===== config.mk =====
export PLATFORM = sky130hd
export DESIGN_NAME = capture_period_beacon_classifier_core
export DESIGN_NICKNAME = d
export VERILOG_FILES = /design/src/hdl/cpbc_pkg.sv /design/src/hdl/cpbc_div.sv /design/src/hdl/cpbc_match.sv /design/src/hdl/capture_period_beacon_classifier_core.sv
export SDC_FILE = /design/constraint.sdc
export NUM_CORES = 1
export LEC_CHECK = 0
export BUFFER_PORTS_ARGS = -buffer_cell sky130_fd_sc_hd__buf_2
export CAP_MARGIN = 30
export CORE_AREA = 2 2 218 327
export DETAILED_ROUTE_END_ITERATION = 8
export DIE_AREA = 0 0 220 329
export GPL_TIMING_DRIVEN = 1
export SYNTH_ARGS = -nofsm -noshare
export SYNTH_HDL_FRONTEND = slang
export SYNTH_SLANG_ARGS = --single-unit

===== constraint.sdc =====
create_clock -name clk -period 6.6 [get_ports clk]
set_input_delay 1.32 -clock clk [delete_from_list [all_inputs] [get_ports clk]]
set_output_delay 1.32 -clock clk [all_outputs]
set_load 0.01 [all_outputs]

===== src/hdl/cpbc_pkg.sv =====
// Shared types, constants and register codes for the capture period beacon classifier.
package cpbc_pkg;

  localparam int unsigned CAP_W     = 16;
  localparam int unsigned ROLL_W    = 16;
  localparam int unsigned TIME_W    = ROLL_W + CAP_W;
  localparam int unsigned RATE_W    = 25;
  localparam int unsigned TOL_W     = 8;
  localparam int unsigned FREQ_W    = 16;
  localparam int unsigned NUM_BEACONS = 4;
  localparam int unsigned BEACON_W  = 2;
  localparam int unsigned CFG_IDX_W = 3;
  localparam int unsigned CFG_DATA_W = RATE_W;
  localparam int unsigned DIV_CNT_W = 5;

  localparam logic [CAP_W-1:0] HALF_RANGE = 16'h8000;

  localparam logic [RATE_W-1:0] TICK_RATE_RST = 25'd2500000;
  localparam logic [TOL_W-1:0]  TOLERANCE_RST = 8'd30;
  localparam logic [FREQ_W-1:0] FREQ_G_RST    = 16'd3333;
  localparam logic [FREQ_W-1:0] FREQ_B_RST    = 16'd1427;
  localparam logic [FREQ_W-1:0] FREQ_R_RST    = 16'd909;
  localparam logic [FREQ_W-1:0] FREQ_L_RST    = 16'd2000;

  // Configuration register indexes.
  localparam logic [CFG_IDX_W-1:0] CFG_TICK_RATE = 3'd0;
  localparam logic [CFG_IDX_W-1:0] CFG_TOLERANCE = 3'd1;
  localparam logic [CFG_IDX_W-1:0] CFG_FREQ_G    = 3'd2;
  localparam logic [CFG_IDX_W-1:0] CFG_FREQ_B    = 3'd3;
  localparam logic [CFG_IDX_W-1:0] CFG_FREQ_R    = 3'd4;
  localparam logic [CFG_IDX_W-1:0] CFG_FREQ_L    = 3'd5;

  // Beacon codes, also their place in the priority order.
  localparam logic [BEACON_W-1:0] BCN_G = 2'd0;
  localparam logic [BEACON_W-1:0] BCN_B = 2'd1;
  localparam logic [BEACON_W-1:0] BCN_R = 2'd2;
  localparam logic [BEACON_W-1:0] BCN_L = 2'd3;

  // Input action codes.
  localparam logic ACT_CAPTURE = 1'b0;
  localparam logic ACT_TICK    = 1'b1;

  typedef logic [NUM_BEACONS-1:0][FREQ_W-1:0] beacon_freqs_t;

  typedef struct packed {
    logic              action;
    logic [CAP_W-1:0]  capture_time;
    logic              overflow_pending;
  } in_word_t;

  typedef struct packed {
    logic                detected;
    logic [BEACON_W-1:0] beacon;
    logic [RATE_W-1:0]   frequency;
    logic [TIME_W-1:0]   period;
  } out_word_t;

  typedef struct packed {
    logic                done;
    logic                detected;
    logic [BEACON_W-1:0] beacon;
  } match_stat_t;

endpackage


===== src/hdl/cpbc_div.sv =====
// Iterative restoring divider: one quotient bit per cycle.
module cpbc_div (
  input  logic                          clk,
  input  logic                          rst,
  input  logic                          start,
  input  logic [cpbc_pkg::RATE_W-1:0]   dividend,
  input  logic [cpbc_pkg::TIME_W-1:0]   divisor,
  output logic                          done,
  output logic [cpbc_pkg::RATE_W-1:0]   quotient
);
  import cpbc_pkg::*;

  localparam logic [DIV_CNT_W-1:0] LAST_STEP = DIV_CNT_W'(RATE_W - 1);

  logic                 busy;
  logic [DIV_CNT_W-1:0] count;
  logic [TIME_W-1:0]    rem;
  logic [TIME_W-1:0]    dvsr;
  logic [TIME_W:0]      shifted;
  logic [TIME_W:0]      diff;
  logic                 fits;

  assign shifted = {rem, quotient[RATE_W-1]};
  assign diff    = shifted - {1'b0, dvsr};
  assign fits    = (shifted >= {1'b0, dvsr});

  always_ff @(posedge clk) begin
    if (rst) begin
      busy  <= 1'b0;
      done  <= 1'b0;
      count <= '0;
    end else begin
      done <= 1'b0;
      if (start) begin
        busy  <= 1'b1;
        count <= '0;
      end else if (busy) begin
        count <= count + 1'b1;
        if (count == LAST_STEP) begin
          busy <= 1'b0;
          done <= 1'b1;
        end
      end
    end
  end

  always_ff @(posedge clk) begin
    if (start) begin
      rem      <= '0;
      dvsr     <= divisor;
      quotient <= dividend;
    end else if (busy) begin
      // The dividend shifts out at the top while quotient bits shift in below.
      rem      <= fits ? diff[TIME_W-1:0] : shifted[TIME_W-1:0];
      quotient <= {quotient[RATE_W-2:0], fits};
    end
  end

endmodule


===== src/hdl/cpbc_match.sv =====
// Beacon matcher: one shared distance compare walks the beacons in priority order.
module cpbc_match (
  input  logic                          clk,
  input  logic                          rst,
  input  logic                          start,
  input  logic [cpbc_pkg::RATE_W-1:0]   frequency,
  input  logic [cpbc_pkg::TOL_W-1:0]    tolerance,
  input  cpbc_pkg::beacon_freqs_t       nominal,
  output cpbc_pkg::match_stat_t         stat
);
  import cpbc_pkg::*;

  logic                busy;
  logic [BEACON_W-1:0] idx;
  logic [RATE_W-1:0]   nom;
  logic [RATE_W-1:0]   delta;
  logic                hit;

  assign nom   = RATE_W'(nominal[idx]);
  assign delta = (frequency >= nom) ? (frequency - nom) : (nom - frequency);
  assign hit   = (delta <= RATE_W'(tolerance));

  always_ff @(posedge clk) begin
    if (rst) begin
      busy          <= 1'b0;
      idx           <= '0;
      stat.done     <= 1'b0;
      stat.detected <= 1'b0;
      stat.beacon   <= BCN_G;
    end else begin
      stat.done <= 1'b0;
      if (start) begin
        busy <= 1'b1;
        idx  <= BCN_G;
      end else if (busy) begin
        if (hit) begin
          busy          <= 1'b0;
          stat.done     <= 1'b1;
          stat.detected <= 1'b1;
          stat.beacon   <= idx;
        end else if (idx == BCN_L) begin
          // No beacon within tolerance: report beacon G with no detection.
          busy          <= 1'b0;
          stat.done     <= 1'b1;
          stat.detected <= 1'b0;
          stat.beacon   <= BCN_G;
        end else begin
          idx <= idx + 1'b1;
        end
      end
    end
  end

endmodule


===== src/hdl/capture_period_beacon_classifier_core.sv =====
// Top level: capture timestamping, sequencer, configuration registers and output word register.
// Flow: a tick or a zero-period capture goes from idle straight to the done state; other
// captures first run 25 divider steps and then 1 to 4 matcher steps before the done state.
// A new word is accepted only in the idle state, once the last one has left the done state.
// A finished word waits in the output register while the next word is accepted.
// Synchronous reset restores register defaults and clears rollover count and previous time.
module capture_period_beacon_classifier_core (
  input  logic                             clk,
  input  logic                             rst,
  input  logic                             in_valid,
  output logic                             in_stall,
  input  cpbc_pkg::in_word_t               in_word,
  output logic                             out_valid,
  input  logic                             out_stall,
  output cpbc_pkg::out_word_t              out_word,
  input  logic                             cfg_we,
  input  logic [cpbc_pkg::CFG_IDX_W-1:0]   cfg_index,
  input  logic [cpbc_pkg::CFG_DATA_W-1:0]  cfg_data
);
  import cpbc_pkg::*;

  typedef enum logic [3:0] {
    ST_IDLE  = 4'b0001,
    ST_DIV   = 4'b0010,
    ST_MATCH = 4'b0100,
    ST_DONE  = 4'b1000
  } state_t;

  state_t state;

  logic [RATE_W-1:0] tick_rate;
  logic [TOL_W-1:0]  tolerance;
  beacon_freqs_t     nominal;

  logic [ROLL_W-1:0] rollover_count;
  logic [TIME_W-1:0] previous_time;

  logic [ROLL_W-1:0] rollover_next;
  logic [TIME_W-1:0] now;
  logic [TIME_W-1:0] period_next;
  logic              accept;
  logic              is_capture;
  logic              out_load;

  out_word_t         result;

  logic              div_start;
  logic              div_done;
  logic [RATE_W-1:0] quotient;
  logic              match_start;
  match_stat_t       mstat;

  assign in_stall   = (state != ST_IDLE);
  assign accept     = in_valid && !in_stall;
  assign is_capture = (in_word.action == ACT_CAPTURE);
  assign out_load   = (state == ST_DONE) && (!out_valid || !out_stall);

  // A pending overflow with a low capture value means the rollover belongs to this capture.
  always_comb begin
    rollover_next = rollover_count;
    if (!is_capture || (in_word.overflow_pending && (in_word.capture_time < HALF_RANGE))) begin
      rollover_next = rollover_count + 1'b1;
    end
  end

  assign now         = {rollover_next, in_word.capture_time};
  assign period_next = now - previous_time;
  assign div_start   = accept && is_capture && (period_next != '0);
  assign match_start = (state == ST_DIV) && div_done;

  cpbc_div u_div (
    .clk      (clk),
    .rst      (rst),
    .start    (div_start),
    .dividend (tick_rate),
    .divisor  (period_next),
    .done     (div_done),
    .quotient (quotient)
  );

  cpbc_match u_match (
    .clk       (clk),
    .rst       (rst),
    .start     (match_start),
    .frequency (quotient),
    .tolerance (tolerance),
    .nominal   (nominal),
    .stat      (mstat)
  );

  always_ff @(posedge clk) begin
    if (rst) begin
      tick_rate  <= TICK_RATE_RST;
      tolerance  <= TOLERANCE_RST;
      nominal[0] <= FREQ_G_RST;
      nominal[1] <= FREQ_B_RST;
      nominal[2] <= FREQ_R_RST;
      nominal[3] <= FREQ_L_RST;
    end else if (cfg_we) begin
      case (cfg_index)
        CFG_TICK_RATE: tick_rate  <= cfg_data;
        CFG_TOLERANCE: tolerance  <= cfg_data[TOL_W-1:0];
        CFG_FREQ_G:    nominal[0] <= cfg_data[FREQ_W-1:0];
        CFG_FREQ_B:    nominal[1] <= cfg_data[FREQ_W-1:0];
        CFG_FREQ_R:    nominal[2] <= cfg_data[FREQ_W-1:0];
        CFG_FREQ_L:    nominal[3] <= cfg_data[FREQ_W-1:0];
        default: ;
      endcase
    end
  end

  always_ff @(posedge clk) begin
    if (rst) begin
      state          <= ST_IDLE;
      rollover_count <= '0;
      previous_time  <= '0;
      out_valid      <= 1'b0;
    end else begin
      if (out_load) begin
        out_valid <= 1'b1;
      end else if (!out_stall) begin
        out_valid <= 1'b0;
      end
      case (state)
        ST_IDLE: begin
          if (accept) begin
            rollover_count <= rollover_next;
            if (is_capture) begin
              previous_time <= now;
            end
            state <= div_start ? ST_DIV : ST_DONE;
          end
        end
        ST_DIV: begin
          if (div_done) begin
            state <= ST_MATCH;
          end
        end
        ST_MATCH: begin
          if (mstat.done) begin
            state <= ST_DONE;
          end
        end
        ST_DONE: begin
          if (out_load) begin
            state <= ST_IDLE;
          end
        end
        default: state <= ST_IDLE;
      endcase
    end
  end

  // Result word assembly; ticks and zero periods leave everything but the period at zero.
  always_ff @(posedge clk) begin
    case (state)
      ST_IDLE: begin
        if (accept) begin
          result.detected  <= 1'b0;
          result.beacon    <= BCN_G;
          result.frequency <= '0;
          result.period    <= is_capture ? period_next : '0;
        end
      end
      ST_DIV: begin
        if (div_done) begin
          result.frequency <= quotient;
        end
      end
      ST_MATCH: begin
        if (mstat.done) begin
          result.detected <= mstat.detected;
          result.beacon   <= mstat.beacon;
        end
      end
      ST_DONE: begin
        if (out_load) begin
          out_word <= result;
        end
      end
      default: ;
    endcase
  end

endmodule


==> results of run 1 <==
[cells by family after synthesis]
family	Yosys count	share of synthesized area, %
and+or+nand+nor	810	18.3
AOI/OAI and AO/OA	541	18.2
DFF	373	44.8
buffers and inverters	274	5.16
adders and majority gates	111	6.87
xor gates and xnor gates	75	3.25
muxes	51	3.47
[registers in the layout (all words and copies together), names as in the netlist]
register and cells:
u_div.done 1, u_div.rem 32, tolerance 8, u_div.count 5
result 60, tick_rate 25, u_div.dvsr 32, u_div.quotient 25
u_match.busy 1, u_match.stat 4, previous_time 32, u_match.idx 2
out_word 60, u_div.busy 1, rollover_count 16, state 4
nominal 64, out_valid 1
[cell usage after synthesis (31+ instances only)]
| cell | count |
|---|---|
| xnor2_1 | 46 |
| inv_1 | 149 |
| nand2_1 | 342 |
| nor2_1 | 157 |
| nor3_1 | 34 |
| edfxtp_1 | 177 |
| a21o_1 | 34 |
| clkbuf_1 | 101 |
| a21oi_1 | 190 |
| nand4_1 | 38 |
| o21ai_0 | 57 |
| o211ai_1 | 34 |
| mux2i_1 | 31 |
| nand3_1 | 65 |
| ha_1 | 107 |
| nor2b_1 | 33 |
| dfxtp_1 | 196 |
| a211oi_1 | 40 |
[repair_timing]
item                       CTS  global route
setup endpoints to repair    0             7
gates resized for setup      0             3
hold buffers                 0             0
[area by class of cell]
class | count | area [um2] | area share [%]
Timing Repair Buffer | 179 | 1160 | 4.88
Sequential cell | 373 | 9240 | 38.7
Tap cell | 907 | 1130 | 4.75
Multi-Input combinational cell | 1588 | 10400 | 43.6
Clock buffer | 54 | 1150 | 4.82
Clock inverter | 20 | 210 | 0.881
Inverter | 152 | 571 | 2.39
Antenna cell | 1 | 2.50 | 0.0105
[worst paths after layout]
kind / startpoint / to / slack, ns / depth (start not counted)
max: u_match.idx[0]$_SDFFE_PP0P_ / u_match.idx[1]$_SDFFE_PP0P_ / 0.45 / 23
min: result[30]$_SDFFCE_PP0P_ / out_word[30]$_DFFE_PP_ / 0.40 / 0
max reg2reg: u_match.idx[0]$_SDFFE_PP0P_ / u_match.idx[1]$_SDFFE_PP0P_ / 0.45 / 23
min reg2reg: result[30]$_SDFFCE_PP0P_ / out_word[30]$_DFFE_PP_ / 0.40 / 0
[metal layers]
metal	GRT usage (%)	part of all wire [%]	vias to the layer above
met4	7.27	4.7	0
met3	1.56	2.6	116
met1	18.2	40	7991
met5	0	0	-
li1	-	-	8260
met2	30.6	53	330
[critical path: stages (launching register included)]
cell and delay (ns):
dfxtp_1 0.35, buf_12 0.19, mux4_2 0.58, ha_1 0.32, nand2_1 0.09, or3_1 0.39
o31a_1 0.32, and2_1 0.15, and2_1 0.18, o311ai_0 0.29, nand3_1 0.15, a31oi_1 0.24
xnor2_1 0.17, ha_1 0.29, a22o_1 0.24, nor4_1 0.15, o21ai_0 0.12, o21ai_1 0.19
nand2_1 0.08, a2111oi_1 0.32, o2111ai_1 0.17, or4_4 0.56, o311a_1 0.36, mux2i_1 0.13
[through the flow]
step	total power, mW	instances	worst slack, ns	hold WS, ns
6_report	7.61	3274	0.451	0.402
5_1_grt	8.05	3273	0.0611	0.407
4_1_cts	7.67	3272	0.201	0.401
3_5_place_dp	5.30	3198	0.245	0.405
3_3_place_gp	5.28	3196	0.182	0.400
2_1_floorplan	4.63	2235	0.0431	0.400
[report_power, final]
part | internal [mW] | total, mW | switching (mW)
Clock | 1.36 | 2.35 | 0.989
Combinational | 0.966 | 2.37 | 1.40
Sequential | 2.72 | 2.89 | 0.172
==> results.sh, run 1 <==
export IMPL_initial_utilization_pct=29.6
export IMPL_final_setup_skew_ns=0.0157
export IMPL_worstPathRequired_ns=7.06
export IMPL_drtIter0Drc=864
export IMPL_final_util_pct=34.3
export IMPL_syn_area_um2=20600
export IMPL_async_flop_share_pct=0
export IMPL_cts_max_level=2
export IMPL_yosysTopAreaCell="edfxtp_1"
export IMPL_drv_slew=0
export IMPL_layout_nets=2496
export IMPL_die_w_um=220
export IMPL_path_class="flop to flop"
export IMPL_synth_edf_count=177
export IMPL_num_vias=16697
export IMPL_routed_via_density=5.10
export IMPL_finalHoldViolCount=0
export IMPL_io_pins=113
export IMPL_ys_seq_area_share_pct=44.8
export IMPL_die_h_um=329
export IMPL_fp_row_count=119
export IMPL_fillers=7243
export IMPL_start_kind="flop"
export IMPL_power_density_nw_per_um2=319
export IMPL_outcome="complete, no violations"
export IMPL_antenna_found_initial=1
export IMPL_port_buffers=112
export IMPL_final_cell_mix="341 x nand2_1, 195 x dfxtp_1, 188 x a21oi_1"
export IMPL_rsz0062_at_grt="false"
export IMPL_grt_pass1_wl_um=91900
export IMPL_vdd_drop_max_mv=0.172
export IMPL_cts_root_buf="clkbuf_16"
export IMPL_leakagePower_nw=9.34
export IMPL_dieArea_um2=72400
export IMPL_mostFrequentLayoutCell="nand2_1"
export IMPL_cap_violations=0
export IMPL_ant_nets=0
export IMPL_worstPathArrival_ns=6.61
export IMPL_fin_tns_setup_ns=0
export IMPL_fin_area_um2=23900
export IMPL_cts_reportedPaths_clkPinSlew_ns=0.06
export IMPL_cts_tree="built"
export IMPL_post_cts_setup_buffers=0
export IMPL_yosysTopAreaCellShare_pct=25.7
export IMPL_slew_headroom_pct=39.5
export IMPL_cp_max_fo=20
export IMPL_min_path_type="flop to flop"
export IMPL_period_share_pct=93.2
export IMPL_dp_hpwl_um=43700
export IMPL_endpoint_kind="flop"
export IMPL_cts_inserted_buffers=40
export IMPL_drt_drc_violations_left=0
export IMPL_grt_max_degree=65
export IMPL_setup_viol=0
export IMPL_grt_overflow_total=0
export IMPL_wire_per_inst_um=18.0
export IMPL_globalplace_congestion=0.936
export IMPL_synth_cell_types=83
export IMPL_drive_above_1_share_pct=13.6
export IMPL_clockBufferDepth=3
export IMPL_syn_inst=2235
export IMPL_synth_fp_nets=2397
export IMPL_synth_area_leaders="edfxtp_1 26%, dfxtp_1 19%, ha_1 6.5%, nand2_1 6.2%, a21oi_1 4.6%"
export IMPL_yosys_register_bits=373
export IMPL_coreArea_um2=69700
export IMPL_fmax_mhz=163
export IMPL_finalWirelength_um=58800
export IMPL_synth_warnings=0
export IMPL_syn2layout_area_growth_pct=15.6
export IMPL_dpl_cell_area_um2=22500
export IMPL_synth_flop_cell="dfxtp_1"
export IMPL_track_usage_pct=16.2
export IMPL_fin_crit_ns=6.15
export IMPL_clock_sinks=373
export IMPL_avgSynthCellArea_um2=9.24
export IMPL_worst_slew_pin_slew_ns=0.907
export IMPL_clkLatencyLatePin_ns=0.57
export IMPL_dr_pass1_iters=5
export IMPL_grt_pass1_vias=16273
No activity file was read; power rests on OpenSTA's default activity.
==> run 2: changes to the inputs <==
--- a/config.mk
+++ b/config.mk
@@ -5,11 +5,12 @@
 export SDC_FILE = /design/constraint.sdc
 export NUM_CORES = 1
 export LEC_CHECK = 0
-export BUFFER_PORTS_ARGS = -buffer_cell sky130_fd_sc_hd__buf_2
+export BUFFER_PORTS_ARGS = -buffer_cell sky130_fd_sc_hd__clkbuf_2
 export CAP_MARGIN = 30
-export CORE_AREA = 2 2 218 327
+export CORE_AREA = 2 2 189 284
+export CTS_BUF_LIST = sky130_fd_sc_hd__clkbuf_4 sky130_fd_sc_hd__clkbuf_8
 export DETAILED_ROUTE_END_ITERATION = 8
-export DIE_AREA = 0 0 220 329
+export DIE_AREA = 0 0 191 286
 export GPL_TIMING_DRIVEN = 1
 export SYNTH_ARGS = -nofsm -noshare
 export SYNTH_HDL_FRONTEND = slang
==> results.sh, run 2 (synthesized netlist as in run 1, its figures left out) <==
export IMPL_start_kind="flop"
export IMPL_globalplace_congestion=0.934
export IMPL_outcome="complete, no violations"
export IMPL_cp_max_fo=19
export IMPL_die_w_um=191
export IMPL_grt_max_degree=78
export IMPL_cap_violations=0
export IMPL_dieArea_um2=54600
export IMPL_grt_overflow_total=0
export IMPL_layout_nets=2524
export IMPL_clockBufferDepth=3
export IMPL_cts_tree="built"
export IMPL_hold_ws_ns=0.416
export IMPL_cts_inserted_buffers=59
export IMPL_dpl_worst_slack_ns=0.112
export IMPL_power_density_nw_per_um2=318
export IMPL_track_usage_pct=22.0
export IMPL_syn2layout_area_growth_pct=14.5
export IMPL_routed_via_density=5.51
export IMPL_die_h_um=286
export IMPL_post_cts_setup_buffers=0
export IMPL_fin_ws_ns=0.412
export IMPL_vdd_drop_max_mv=0.238
export IMPL_fin_area_um2=23600
export IMPL_io_pins=113
export IMPL_cts_reportedPaths_clkPinSlew_ns=0.06
export IMPL_largest_reg_flops=64
export IMPL_clkLatencyLatePin_ns=0.67
export IMPL_drv_slew=0
export IMPL_slew_headroom_pct=33.9
export IMPL_worst_slew_pin_slew_ns=0.991
export IMPL_grt_pass1_vias=17072
export IMPL_drive_above_1_share_pct=15.3
export IMPL_final_setup_skew_ns=0.0376
export IMPL_top_register="nominal"
export IMPL_largestRegisters="nominal: 64 flops, out_word: 60 flops, result: 60 flops"
export IMPL_fin_crit_ns=6.19
export IMPL_final_cell_mix="342 x nand2_1, 195 x dfxtp_1, 188 x a21oi_1"
export IMPL_port_buffers=112
export IMPL_finalWirelength_um=60000
export IMPL_drt_drc_violations_left=0
export IMPL_cts_max_level=2
export IMPL_fin_tns_setup_ns=0
export IMPL_ctsHoldBuffers=0
export IMPL_endpoint_kind="flop"
export IMPL_drtIter0Drc=970
export IMPL_antenna_found_initial=1
export IMPL_clock_sinks=373
export IMPL_finalHoldViolCount=0
export IMPL_setup_viol=0
export IMPL_dr_pass1_iters=7
export IMPL_leakagePower_nw=9.43
export IMPL_final_instance_count_excl_fill=3094
export IMPL_fillers=5075
export IMPL_worstPathArrival_ns=6.74
export IMPL_min_path_type="flop to flop"
export IMPL_coreArea_um2=52200
export IMPL_ctsResizeCount=0
export IMPL_grt_pass1_wl_um=93600
export IMPL_dp_hpwl_um=44800
export IMPL_num_vias=17057
export IMPL_fp_row_count=103
export IMPL_period_share_pct=93.8
export IMPL_dpl_cell_area_um2=22200
export IMPL_worstPathRequired_ns=7.15
export IMPL_path_class="flop to flop"
export IMPL_wire_per_inst_um=19.4
export IMPL_fmax_mhz=162
export IMPL_placedCellCount=2983
export IMPL_cts_root_buf="clkbuf_8"
export IMPL_mostFrequentLayoutCell="nand2_1"
export IMPL_initial_utilization_pct=39.5
export IMPL_ant_nets=0
run 2: cell count changes in the layout (fill, tap and decap cells not counted), moves of 4 or more:
| cell | before | now |
|---|---|---|
| buf_4 | 62 | 73 |
| clkinv_1 | 2 | 6 |
| clkbuf_1 | 6 | 0 |
| clkbuf_4 | 1 | 23 |
| clkbuf_2 | 0 | 111 |
| clkbuf_16 | 42 | 0 |
| inv_6 | 5 | 0 |
| clkbuf_8 | 5 | 67 |
| buf_2 | 111 | 0 |
run 2: path summary, 6_finish.rpt:
check,from,endpoint,slack [ns],cells after the start
max,u_match.idx[0]$_SDFFE_PP0P_,u_match.idx[0]$_SDFFE_PP0P_,0.41,25
min reg2reg,result[39]$_DFFE_PP_,out_word[39]$_DFFE_PP_,0.42,0
max reg2reg,u_match.idx[0]$_SDFFE_PP0P_,u_match.idx[0]$_SDFFE_PP0P_,0.41,25
min,result[39]$_DFFE_PP_,out_word[39]$_DFFE_PP_,0.42,0
run 2: worst max-delay path, cell delays in order, from the launching register on:
cell and delay, ns:
dfxtp_1 0.35, buf_12 0.19, buf_4 0.15, mux4_2 0.53
ha_1 0.33, inv_2 0.06, or3_1 0.37, o31a_1 0.31
and2_1 0.15, and2_1 0.17, buf_4 0.17, mux2_2 0.27
a31oi_1 0.18, xnor2_1 0.18, ha_1 0.29, a22o_1 0.24
nor4_1 0.17, o21ai_0 0.12, o21ai_0 0.17, buf_4 0.14
nand2_1 0.05, a2111oi_2 0.28, o2111ai_1 0.16, or4_4 0.56
o311a_1 0.35, mux2i_1 0.14
run 2: per-layer routing:
layer	wire length, um	global-route usage (%)
met2	31700	40.9
met4	4320	14.7
met1	21900	22.9
met5	0	0
met3	2150	2.64
run 2: layout make-up:
cell class / count / area, um2 / area share [%]
clock buffer: 90 / 1090 / 4.63
inverter: 152 / 571 / 2.41
clock inverter: 20 / 275 / 1.16
timing repair buffer: 188 / 1190 / 5.02
multi-input combinational: 1588 / 10400 / 44.0
sequential: 373 / 9240 / 39.1
antenna: 1 / 2.50 / 0.0106
tap: 682 / 853 / 3.61
run 2: power by group:
group          internal [mW]  leakage, nW  total [mW]  switching (mW)
registers               2.72         3.27        2.89           0.168
clock network           1.30        0.720        2.24           0.942
logic                  0.961         5.44        2.37            1.41
total                   4.98         9.43        7.51            2.52
run 2: per-stage QoR:
step,power (mW),utilization [%]
5_1_grt,7.94,45.3
3_5_place_dp,5.30,42.6
3_3_place_gp,5.25,42.5
2_1_floorplan,4.63,-
4_1_cts,7.56,45.2
6_report,7.51,45.3
